<file path="src/nir_pkg.sv">
// Package for the NEC infrared edge decoder: word types, phase codes and timing constants.
`default_nettype none
package nir_pkg;

	// Event word: edge or timeout tick with its timestamp
	typedef struct packed {
		logic        func;
		logic        line_level;
		logic [31:0] stamp;
	} evt_t;

	// Result word: full code or repeat
	typedef struct packed {
		logic        kind;
		logic [31:0] code;
	} res_t;

	// Frame phase
	typedef enum logic [1:0] {
		PH_IDLE   = 2'd0,
		PH_START  = 2'd1,
		PH_BITS   = 2'd2,
		PH_UNUSED = 2'd3
	} phase_t;

	// Event kinds
	localparam logic FUNC_EDGE = 1'b0;
	localparam logic FUNC_TICK = 1'b1;

	// Result kinds
	localparam logic KIND_CODE   = 1'b0;
	localparam logic KIND_REPEAT = 1'b1;

	// Register indexes
	localparam logic REG_FRAME_GAP  = 1'b0;
	localparam logic REG_REPEAT_WIN = 1'b1;

	// Register reset values
	localparam logic [15:0] FRAME_GAP_RST  = 16'd30000;
	localparam logic [31:0] REPEAT_WIN_RST = 32'd262144;

	// Timing limits in microseconds
	localparam logic [15:0] RISE_MAX_US     = 16'd11000;
	localparam logic [15:0] TICK_MAX_US     = 16'd10000;
	localparam logic [15:0] MARK_MIN_US     = 16'd300;
	localparam logic [15:0] MARK_MAX_US     = 16'd750;
	localparam logic [15:0] REP_LO_US       = 16'd2000;
	localparam logic [15:0] REP_HI_US       = 16'd2500;
	localparam logic [15:0] LEAD_LO_US      = 16'd4000;
	localparam logic [15:0] LEAD_HI_US      = 16'd5000;
	localparam logic [15:0] BIT_MIN_US      = 16'd400;
	localparam logic [15:0] BIT_MAX_US      = 16'd1880;
	localparam logic [15:0] BIT_HOLE_LO_US  = 16'd800;
	localparam logic [15:0] BIT_HOLE_HI_US  = 16'd1400;
	localparam logic [15:0] BIT_ONE_US      = 16'd1000;

	// Bits in a full code
	localparam logic [5:0] CODE_BITS = 6'd32;

endpackage
`default_nettype wire

</file>
<file path="src/nec_ir_edge_decoder_top.sv">
// NEC infrared frame decoder top level: event register, decode logic and result register.
// Path: an accepted word sits in the event register and is decoded into the result register.
// Throughput: one event word per cycle unless results stall; the decode of a registered
// event is one pass of compare logic against the frame state; back-to-back events are taken.
// Reset: line level high, phase idle, bit count, stamps and shift register zero,
// frame gap 30000 us, repeat window 262144 ticks, no word held in either register.
`default_nettype none
module nec_ir_edge_decoder_top
	import nir_pkg::*;
(
	input  wire logic        clk,
	input  wire logic        arst_n,
	// event channel
	input  wire logic        evt_valid,
	output logic             evt_stall,
	input  wire evt_t        evt_word,
	// result channel
	output logic             res_valid,
	input  wire logic        res_stall,
	output res_t             res_word,
	// configuration port
	input  wire logic        psel,
	input  wire logic        penable,
	input  wire logic        pwrite,
	input  wire logic [2:0]  paddr,
	input  wire logic [31:0] pwdata,
	output logic [31:0]      prdata,
	output logic             pready
);

	// Configuration registers
	logic [15:0] frame_gap_q;
	logic [31:0] repeat_win_q;
	logic        cfg_wr;

	assign pready = 1'b1;
	assign cfg_wr = psel && penable && pwrite;

	always_ff @(posedge clk or negedge arst_n) begin
		if (!arst_n) begin
			frame_gap_q  <= FRAME_GAP_RST;
			repeat_win_q <= REPEAT_WIN_RST;
		end else if (cfg_wr) begin
			unique case (paddr[2])
				REG_FRAME_GAP:  frame_gap_q  <= pwdata[15:0];
				REG_REPEAT_WIN: repeat_win_q <= pwdata;
				default:        ;
			endcase
		end
	end

	// Register readback
	always_comb begin
		unique case (paddr[2])
			REG_FRAME_GAP:  prdata = {16'd0, frame_gap_q};
			REG_REPEAT_WIN: prdata = repeat_win_q;
			default:        prdata = 32'd0;
		endcase
	end

	// Handshake: the event stage moves on whenever the result register can take a word
	logic valid_s1;
	evt_t evt_s1;
	logic res_valid_q;
	res_t res_q;
	logic res_blocked;

	assign res_blocked = res_valid_q && res_stall;
	assign evt_stall   = valid_s1 && res_blocked;
	assign res_valid   = res_valid_q;
	assign res_word    = res_q;

	always_ff @(posedge clk or negedge arst_n) begin
		if (!arst_n) begin
			valid_s1 <= 1'b0;
		end else if (!evt_stall) begin
			valid_s1 <= evt_valid;
		end
	end

	always_ff @(posedge clk) begin
		if (!evt_stall) begin
			evt_s1 <= evt_word;
		end
	end

	// Frame state
	logic        last_level_q;
	logic [31:0] last_edge_q;
	phase_t      phase_q;
	logic [5:0]  bit_count_q;
	logic [31:0] shift_q;

	logic        last_level_d;
	logic [31:0] last_edge_d;
	phase_t      phase_d;
	logic [5:0]  bit_count_d;
	logic [31:0] shift_d;
	logic        emit;
	res_t        res_d;
	logic        step;

	assign step = valid_s1 && !res_blocked;

	// Elapsed microseconds since the last edge, 16 bits
	logic [31:0] diff;
	logic [31:0] half_neg;
	logic [31:0] neg_td;
	logic [15:0] td;

	assign diff     = evt_s1.stamp - last_edge_q;
	assign half_neg = (32'd0 - diff) >> 1;
	assign neg_td   = 32'd0 - half_neg;

	always_comb begin
		if (diff[31]) begin
			td = neg_td[15:0];
		end else if (diff[31:17] != 15'd0) begin
			td = 16'hFFFF;
		end else begin
			td = diff[16:1];
		end
	end

	// Repeat window: signed stamp difference below the unsigned window
	logic [31:0] rep_diff;
	logic        in_window;

	assign rep_diff  = evt_s1.stamp - shift_q;
	assign in_window = rep_diff[31] || (rep_diff < repeat_win_q);

	// Timing classes
	logic is_edge;
	logic is_tick;
	logic is_rep_gap;
	logic is_lead_bad;
	logic is_bit_bad;
	logic [5:0] bit_count_inc;

	assign is_tick     = valid_s1 && (evt_s1.func == FUNC_TICK) && (phase_q != PH_IDLE);
	assign is_edge     = valid_s1 && (evt_s1.func == FUNC_EDGE)
	                     && (evt_s1.line_level != last_level_q);
	assign is_rep_gap  = (td > REP_LO_US) && (td < REP_HI_US);
	assign is_lead_bad = (td < LEAD_LO_US) || (td > LEAD_HI_US);
	assign is_bit_bad  = (td < BIT_MIN_US) || (td > BIT_MAX_US)
	                     || ((td > BIT_HOLE_LO_US) && (td < BIT_HOLE_HI_US));
	assign bit_count_inc = bit_count_q + 6'd1;

	// Next state
	always_comb begin
		last_level_d = last_level_q;
		last_edge_d  = last_edge_q;
		phase_d      = phase_q;
		bit_count_d  = bit_count_q;
		shift_d      = shift_q;
		if (is_tick) begin
			if (td > TICK_MAX_US) begin
				phase_d = PH_IDLE;
			end
		end else if (is_edge) begin
			last_level_d = evt_s1.line_level;
			last_edge_d  = evt_s1.stamp;
			if (evt_s1.line_level) begin
				// rise: mark too long, or bad mark while receiving bits
				if (td > RISE_MAX_US) begin
					phase_d = PH_IDLE;
				end else if ((phase_q == PH_BITS)
				             && ((td < MARK_MIN_US) || (td > MARK_MAX_US))) begin
					phase_d = PH_IDLE;
				end
			end else if ((phase_q == PH_IDLE) || (td >= frame_gap_q)) begin
				phase_d     = PH_START;
				bit_count_d = 6'd0;
			end else begin
				unique case (phase_q)
					PH_START: begin
						if (is_rep_gap) begin
							if (in_window) begin
								shift_d = evt_s1.stamp;
							end
						end else if (is_lead_bad) begin
							phase_d = PH_IDLE;
						end else begin
							phase_d = PH_BITS;
							shift_d = 32'd0;
						end
					end
					PH_BITS: begin
						if (is_bit_bad) begin
							phase_d = PH_IDLE;
						end else if (!bit_count_q[5]) begin
							bit_count_d = bit_count_inc;
							if (bit_count_inc == CODE_BITS) begin
								shift_d = evt_s1.stamp;
								phase_d = PH_IDLE;
							end else if (td > BIT_ONE_US) begin
								shift_d = shift_q | (32'd1 << bit_count_q[4:0]);
							end
						end
					end
					default: phase_d = PH_IDLE;
				endcase
			end
		end
	end

	// Result word
	logic [31:0] code_full;

	assign code_full = (td > BIT_ONE_US) ? (shift_q | (32'd1 << bit_count_q[4:0])) : shift_q;

	always_comb begin
		emit       = 1'b0;
		res_d.kind = KIND_CODE;
		res_d.code = code_full;
		if (is_edge && !evt_s1.line_level && (phase_q != PH_IDLE)
		    && (td < frame_gap_q)) begin
			unique case (phase_q)
				PH_START: begin
					if (is_rep_gap && in_window) begin
						emit       = 1'b1;
						res_d.kind = KIND_REPEAT;
						res_d.code = 32'd0;
					end
				end
				PH_BITS: begin
					emit = !is_bit_bad && !bit_count_q[5] && (bit_count_inc == CODE_BITS);
				end
				default: emit = 1'b0;
			endcase
		end
	end

	// State registers, updated when the event stage moves on
	always_ff @(posedge clk or negedge arst_n) begin
		if (!arst_n) begin
			last_level_q <= 1'b1;
			last_edge_q  <= 32'd0;
			phase_q      <= PH_IDLE;
			bit_count_q  <= 6'd0;
			shift_q      <= 32'd0;
		end else if (step) begin
			last_level_q <= last_level_d;
			last_edge_q  <= last_edge_d;
			phase_q      <= phase_d;
			bit_count_q  <= bit_count_d;
			shift_q      <= shift_d;
		end
	end

	// Result register
	always_ff @(posedge clk or negedge arst_n) begin
		if (!arst_n) begin
			res_valid_q <= 1'b0;
		end else if (!res_blocked) begin
			res_valid_q <= step && emit;
		end
	end

	always_ff @(posedge clk) begin
		if (!res_blocked) begin
			res_q <= res_d;
		end
	end

endmodule
`default_nettype wire

</file>
<file path="config.mk">
export PLATFORM = sky130hd
export DESIGN_NAME = nec_ir_edge_decoder_top
export DESIGN_NICKNAME = d
export VERILOG_FILES = /design/src/nir_pkg.sv /design/src/nec_ir_edge_decoder_top.sv
export SDC_FILE = /design/constraint.sdc
export NUM_CORES = 1
export LEC_CHECK = 0
export ABC_AREA = 1
export BUFFER_PORTS_ARGS = -buffer_cell sky130_fd_sc_hd__buf_2
export CAP_MARGIN = 20
export CORE_AREA = 4 4 184 186
export DETAILED_ROUTE_END_ITERATION = 6
export DIE_AREA = 0 0 188 190
export GPL_TIMING_DRIVEN = 0
export MAX_ROUTING_LAYER = met4
export PLACE_DENSITY = 0.68
export REMOVE_ABC_BUFFERS = 1
export SLEW_MARGIN = 0
export SYNTH_ARGS = -nofsm -noshare
export SYNTH_HDL_FRONTEND = slang
export SYNTH_SLANG_ARGS = --single-unit
</file>
<file path="constraint.sdc">
create_clock -name clk -period 8.2 [get_ports clk]
set_input_delay 0.41 -clock clk [delete_from_list [all_inputs] [get_ports clk]]
set_output_delay 0.41 -clock clk [all_outputs]
set_load 0.01 [all_outputs]
</file>
==> results of run 1 <==
[synth_stat cells (14+ instances only)]
| library cell | count | area (µm²) |
|---|---|---|
| xor2_1 | 33 | 289 |
| nand3_1 | 194 | 971 |
| nor3_1 | 34 | 170 |
| nor2_2 | 48 | 300 |
| inv_1 | 342 | 1280 |
| ha_1 | 120 | 1500 |
| nand4_1 | 38 | 238 |
| o21ai_0 | 118 | 591 |
| dfrtp_1 | 114 | 2850 |
| a21oi_1 | 166 | 831 |
| nand2_1 | 663 | 2490 |
| edfxtp_1 | 67 | 2010 |
| buf_2 | 14 | 70.1 |
| nor2_1 | 240 | 901 |
| nand2_2 | 28 | 175 |
| clkbuf_1 | 33 | 124 |
[where the power goes]
group / total (µW) / internal [µW] / switching (µW)
clock network: 862 / 449 / 414
registers: 1380 / 1260 / 124
logic: 3540 / 1180 / 2350
[per-layer routing]
layer	part of all wire (%)	vias up
li1	-	7848
met1	46	7194
met2	47	436
met3	5.1	53
met4	1.7	0
met5	0	-
[final cells by class]
class                      count  share of cell area (%)
multi-input combinational   1767                    52.1
sequential                   190                    28.9
clock inverter                14                   0.829
timing repair buffer         150                    4.97
inverter                     354                    7.52
tap                          442                    3.13
clock buffer                  18                    2.55
[flip-flops by register name, indices dropped and copies added (netlist names), 2 cells and up]
signal / flops
frame_gap_q: 16
phase_q: 2
bit_count_q: 6
res_word: 33
last_edge_q: 32
shift_q: 32
repeat_win_q: 32
evt_s1: 34
[kinds of logic (layout without fill, tap and decap cells)]
| logic type | after synthesis | after routing | share of synthesized area (%) |
|---|---|---|---|
| compound gates | 321 | 321 | 10.7 |
| xor+xnor | 42 | 42 | 2.31 |
| fa+ha+maj | 122 | 122 | 9.68 |
| buf+inv | 415 | 536 | 10.3 |
| flops | 190 | 190 | 32.0 |
| other cells | 1 | 1 | 0.0236 |
| simple gates | 1281 | 1281 | 34.9 |
[worst max-delay path, delay by kind of cell, from the launching register on]
family / cells / cell delay, ps
xor gates and xnor gates: 1 / 160
AOI/OAI and AO/OA: 11 / 2880
buffers and inverters: 1 / 60
and+or+nand+nor: 14 / 2900
adders and majority gates: 2 / 730
DFF: 1 / 550
[worst max-delay path by stage]
stage / slack (ps) / to
2_1_floorplan: 2510 / res_word[32]
3_3_place_gp: 70 / res_word[3]
3_5_place_dp: 1010 / shift_q[13]
4_1_cts: 970 / shift_q[13]
5_1_grt: 350 / shift_q[19]
6_report: 770 / shift_q[4]
[timing repair]
| item | 4_1_cts | 5_1_grt |
|---|---|---|
| buffers inserted | 0 | 0 |
| hold buffers | 1 | 0 |
| endpoints found under the setup margin | 0 | 0 |
| hold endpoints to repair | 46 | 0 |
[metrics by stage]
step / utilization (%) / total power, µW
2_1_floorplan: - / 3940
3_3_place_gp: 52.2 / 4800
3_5_place_dp: 52.8 / 4890
4_1_cts: 54.7 / 5770
5_1_grt: 54.7 / 6350
6_report: 54.7 / 5780
==> flow_summary.toml, run 1 <==
[run_status]
status = "complete, no violations"

[grt]
met1_usage_pct = 34.9
track_usage_pct = 26.3
top_usage_layer = "met2"
met3_usage_pct = 3.23
grt_use_met2_pct = 43.0
grt_first_pass_wirelength_um = 74400
grt_pass1_vias = 14664
grt_max_degree = 70
antenna_found_initial = 0
overflow = 0

[cts]
clock-root-buffer = "clkbuf_16"
cts_buffer_depth = 2
cts_tree = "done"
cts_resized = 0
cts_made_buffers = 17
cts.htree.levels = 4
clock-sinks = 190
clkTransAtPathRegs_ps = 80
insertion_delay_ps = 460

[final_layout]
drive_gt1_share_pct = 12.3
stdcell_area_um2 = 17700
diodes = 0
fin_nets = 2678
area_growth_pct = 11.0
register_area_um2 = 5100
multi_input_area_um2 = 9210
fillers = 3225
final_cell_mix = "661 x nand2_1, 342 x inv_1, 237 x nor2_1, 194 x nand3_1, 166 x a21oi_1"
final_common_cell = "nand2_1"
layoutNonFillerInstCount = 2935

[critical_path]
reg2regPathDepth = 29
worstSetupStartpoint = "evt_s1[4]"
worstSetupStartpointType = "flip-flop"
worstPathMaxFanout = 33
cp_data_arrival_time_ps = 7790
worst_path_largest_cell_delay_ps = 750
r2r-start = "evt_s1[4]"
required_ps = 8560
rrSetupSlack_ps = 770
worst_setup_path_end_kind = "flip-flop"
rr_endpoint = "shift_q[4]"
path_class = "flip-flop to flip-flop"
crit_slowest_cell = "nor2_4"

[timing]
layout_min_cycle_time_ps = 7430
hold_viol = 0
finalSetupViolCount = 0
fin_ws_ps = 766
setup_tns_ps = 0
worst_pin_slew_ps = 1070
max_freq_mhz = 135
fin_worst_skew_ps = 11.4
rsz0062_at_grt = "false"
slew_headroom_pct = 28.5
timing.final.crit_share_pct = 90.7
hold_slack_ps = 120
slew_violations = 0

[worst_hold_path]
hp-start = "evt_word[0]"
hold_path.class = "input pin to flip-flop"
holdPathStages = 1
holdPathEnd = "evt_s1[0]"

[logic_synthesis]
syn_area_per_cell_um2 = 6.71
ys_seq_area_share_pct = 32.0
synth_cells = 2372
ys_types = 45
synth_ff_type = "dfrtp_1"
synthArstFlopShare_pct = 64.7
synth_edf_count = 67
synth_area_um2 = 15900
ys_warn_count = 0
synth.ff_latch_count = 190

[place]
place_area_um2 = 17000
place_hpwl_um = 36200
place_ws_ps = 1010
placedCellCount = 2901
port_buffers = 140
routabilityCongestion = 0.926

[power_and_ir_drop]
leakagePower_uw = 0.00936
vdd_ir_drop_max_mv = 0.166
power.density_nw_per_um2 = 327

[routing]
ant_nets = 0
wl_um = 46100
drc_errors = 0
via_count = 15531
drt-vias-per-instance = 5.29
drt_iter0_markers = 1494
firstDrtPassIters = 6
wl_per_cell_um = 15.7

[floorplanning]
die_h_um = 190
pin_count = 144
core_area_um2 = 32300
start_util_pct = 49.3
row_count = 66
fp.dieArea_um2 = 35700
die_w_um = 188

[flow_run]
maxCapViolCount = 0
Note: power is estimated with default switching activity, not from simulation.
==> run 2: changes to the inputs <==
--- a/config.mk
+++ b/config.mk
@@ -5,15 +5,14 @@
 export SDC_FILE = /design/constraint.sdc
 export NUM_CORES = 1
 export LEC_CHECK = 0
-export ABC_AREA = 1
 export BUFFER_PORTS_ARGS = -buffer_cell sky130_fd_sc_hd__buf_2
 export CAP_MARGIN = 20
-export CORE_AREA = 4 4 184 186
+export CORE_AREA = 4 4 161 163
 export DETAILED_ROUTE_END_ITERATION = 6
-export DIE_AREA = 0 0 188 190
+export DIE_AREA = 0 0 165 167
 export GPL_TIMING_DRIVEN = 0
 export MAX_ROUTING_LAYER = met4
-export PLACE_DENSITY = 0.68
+export PLACE_DENSITY = 0.85
 export REMOVE_ABC_BUFFERS = 1
 export SLEW_MARGIN = 0
 export SYNTH_ARGS = -nofsm -noshare
==> constraint.sdc (replaced) <==
create_clock -name clk -period 8.2 [get_ports clk]
set_input_delay 0.41 -clock clk [delete_from_list [all_inputs] [get_ports clk]]
set_output_delay 0.41 -clock clk [all_outputs]
set_load 0.1 [all_outputs]
==> flow_summary.toml, run 2 <==
[logic_synthesis]
synth_ff_type = "dfrtp_1"
synthArstFlopShare_pct = 64.7
synth_edf_count = 67
synthTopCellsByCount = "149 x inv_1, 122 x a21oi_1, 120 x ha_1"
synth_top_cell_by_area = "dfrtp_1"
synth_area_um2 = 15600
syn_area_per_cell_um2 = 9.11
ys_warn_count = 0
synth_cells = 1715
synth.ff_latch_count = 190
synth_top_area_share_pct = 18.3
ys_top_cells_by_area = "dfrtp_1 18%, edfxtp_1 13%, ha_1 9.6%, mux2_2 6.3%, a21oi_1 3.9%"
ys_types = 99
synth_most_common_cell = "inv_1"
ys_seq_area_share_pct = 32.6

[critical_path]
path_class = "flip-flop to flip-flop"
cp_data_arrival_time_ps = 8150
crit_chain = "inv_1, ha_1, inv_1, fa_1, a21oi_1, o22ai_1, mux2i_1, and2_1, nand2_1, o32a_1, or3_1, a21o_1, mux2i_1, o21a_1, ha_1, a21o_1, a21oi_1, nor2b_1, a2111oi_1, o211a_2, nor2b_1, nand2_2, or3_4, o311a_1"
worst_path_largest_cell_delay_ps = 590
rrSetupSlack_ps = 380
crit_slowest_cell = "or3_4"
r2r-start = "evt_s1[0]"
worstSetupStartpoint = "evt_s1[0]"
crit_path_end = "shift_q[30]"
reg2regPathDepth = 24
worstSetupStartpointType = "flip-flop"
worst_setup_path_end_kind = "flip-flop"
rr_endpoint = "shift_q[30]"
worstPathMaxFanout = 18
required_ps = 8530

[power_and_ir_drop]
swShare_pct = 54.0
power.density_nw_per_um2 = 429
p_int_uw = 3450
leakagePower_uw = 0.00759
netSwitchingPower_uw = 4040
power.share.sequential_pct = 18.8
comb_power_share_pct = 69.6
vdd_ir_drop_max_mv = 0.234
p_clk_share_pct = 11.6

[routing]
firstDrtPassIters = 6
ant_nets = 0
drt_iter0_markers = 1622
via_count = 14421
drc_errors = 0
wl_per_cell_um = 21.8
drt-vias-per-instance = 6.70
wl_um = 47000

[floorplanning]
die_h_um = 167
die_w_um = 165
start_util_pct = 64.3
pin_count = 144
core_area_um2 = 24300
row_count = 57
fp.dieArea_um2 = 27600

[timing]
slew_headroom_pct = 31.5
finalSetupViolCount = 0
rsz0062_at_grt = "false"
slew_violations = 0
fin_worst_skew_ps = 14.5
max_freq_mhz = 128
worst_pin_slew_ps = 1020
timing.final.crit_share_pct = 95.4
hold_slack_ps = 134
hold_viol = 0
layout_min_cycle_time_ps = 7820

[final_layout]
layoutNonFillerInstCount = 2151
fin_nets = 2012
top_register = "evt_s1"
final_common_cell = "inv_1"
drive_gt1_share_pct = 20.4
diodes = 0
largest_reg_flops = 34
final_cell_mix = "149 x inv_1, 139 x buf_2, 122 x a21oi_1, 120 x ha_1, 114 x dfrtp_1"
area_growth_pct = 11.6

[run_status]
status = "complete, no violations"

[cts]
insertion_delay_ps = 440
cts_tree = "done"
cts_buffer_depth = 2
cts_made_buffers = 17
clkTransAtPathRegs_ps = 90
cts.htree.levels = 4
clock-root-buffer = "clkbuf_16"
clock-sinks = 190

[flow_run]
maxCapViolCount = 0

[place]
port_buffers = 140
routabilityCongestion = 0.976
place_hpwl_um = 34500
placedCellCount = 2108

[grt]
track_usage_pct = 34.5
grt_pass1_vias = 13829
grt_first_pass_wirelength_um = 74200
grt_max_degree = 86
overflow = 0
antenna_found_initial = 0

[worst_hold_path]
hold_path.class = "input pin to flip-flop"
[run 2: timing repair]
| action | 4_1_cts | 5_1_grt |
|---|---|---|
| endpoints found under the setup margin | 52 | 55 |
| buffers inserted | 0 | 6 |
| pin swaps | 1 | 2 |
| hold endpoints to repair | 38 | 0 |
| resized for setup | 6 | 10 |
| gates cloned | 1 | 0 |
| hold buffers | 1 | 0 |
[run 2: cell type report]
cell class	count	area, µm²
Clock buffer	19	455
Sequential cell	190	5100
Timing Repair Buffer	162	1040
Fill cell	1899	6870
Clock inverter	13	139
Tap cell	324	405
Inverter	149	559
Multi-Input combinational cell	1294	9750
[run 2: cells by family after synthesis]
family | share of synthesized area [%]
buf+inv | 5.85
fa+ha+maj | 9.86
mux | 7.76
simple gates | 16.2
compound gates | 23.4
xor+xnor | 4.34
other cells | 0.0240
flops | 32.6
[run 2: worst max-delay path: cells and delay by family, from the launching register on]
kind                     cells  cell delay [ps]
AND/OR/NAND/NOR              7             2240
buffers and inverters        2              330
adder cells (fa/ha/maj)      3              980
AO/OA/AOI/OAI               10             2940
multiplexers                 2              730
flip-flops                   1              460
[run 2: power by group through the flow]
| stage | Combinational [µW] | Sequential (µW) | Clock, µW |
|---|---|---|---|
| CTS | 5000 | 1400 | 870 |
| global placement | 4790 | 1400 | 0 |
| global route | 5640 | 1440 | 912 |
| detailed placement | 4940 | 1420 | 0 |
| finish | 5210 | 1410 | 865 |
| floorplan | 3550 | 1620 | 0 |
[run 2: how the worst min path moves through the flow]
stage / start / slack [ps] / cells past startpoint / endpoint
floorplan: arst_n / 110 / 0 / bit_count_q[0]
finish: evt_word[1] / 130 / 1 / evt_s1[1]
global placement: last_edge_q[0] / 470 / 2 / last_edge_q[0]
detailed placement: arst_n / 360 / 1 / last_edge_q[28]
CTS: evt_word[1] / 120 / 1 / evt_s1[1]
global route: evt_word[26] / 120 / 1 / evt_s1[26]
[run 2: routing by layer]
layer,wire (µm),GRT usage [%]
met1,19200,46.2
met2,21900,53.6
met3,4480,6.62
met4,1440,9.58
met5,0,-
[run 2: metrics by stage]
stage / TNS, ps / area [µm²] / total power [µW] / utilization, % / setup slack, ps
after floorplan: 0 / 15300 / 5170 / - / 700
after global placement: -86180 / 16400 / 6190 / 67.4 / -1500
after detailed placement: -29010 / 16600 / 6360 / 68.4 / -1020
after CTS: 0 / 17300 / 7280 / 71.1 / 120
after global routing: 0 / 17400 / 7990 / 71.7 / 15.9
final: 0 / 17400 / 7490 / 71.7 / 379
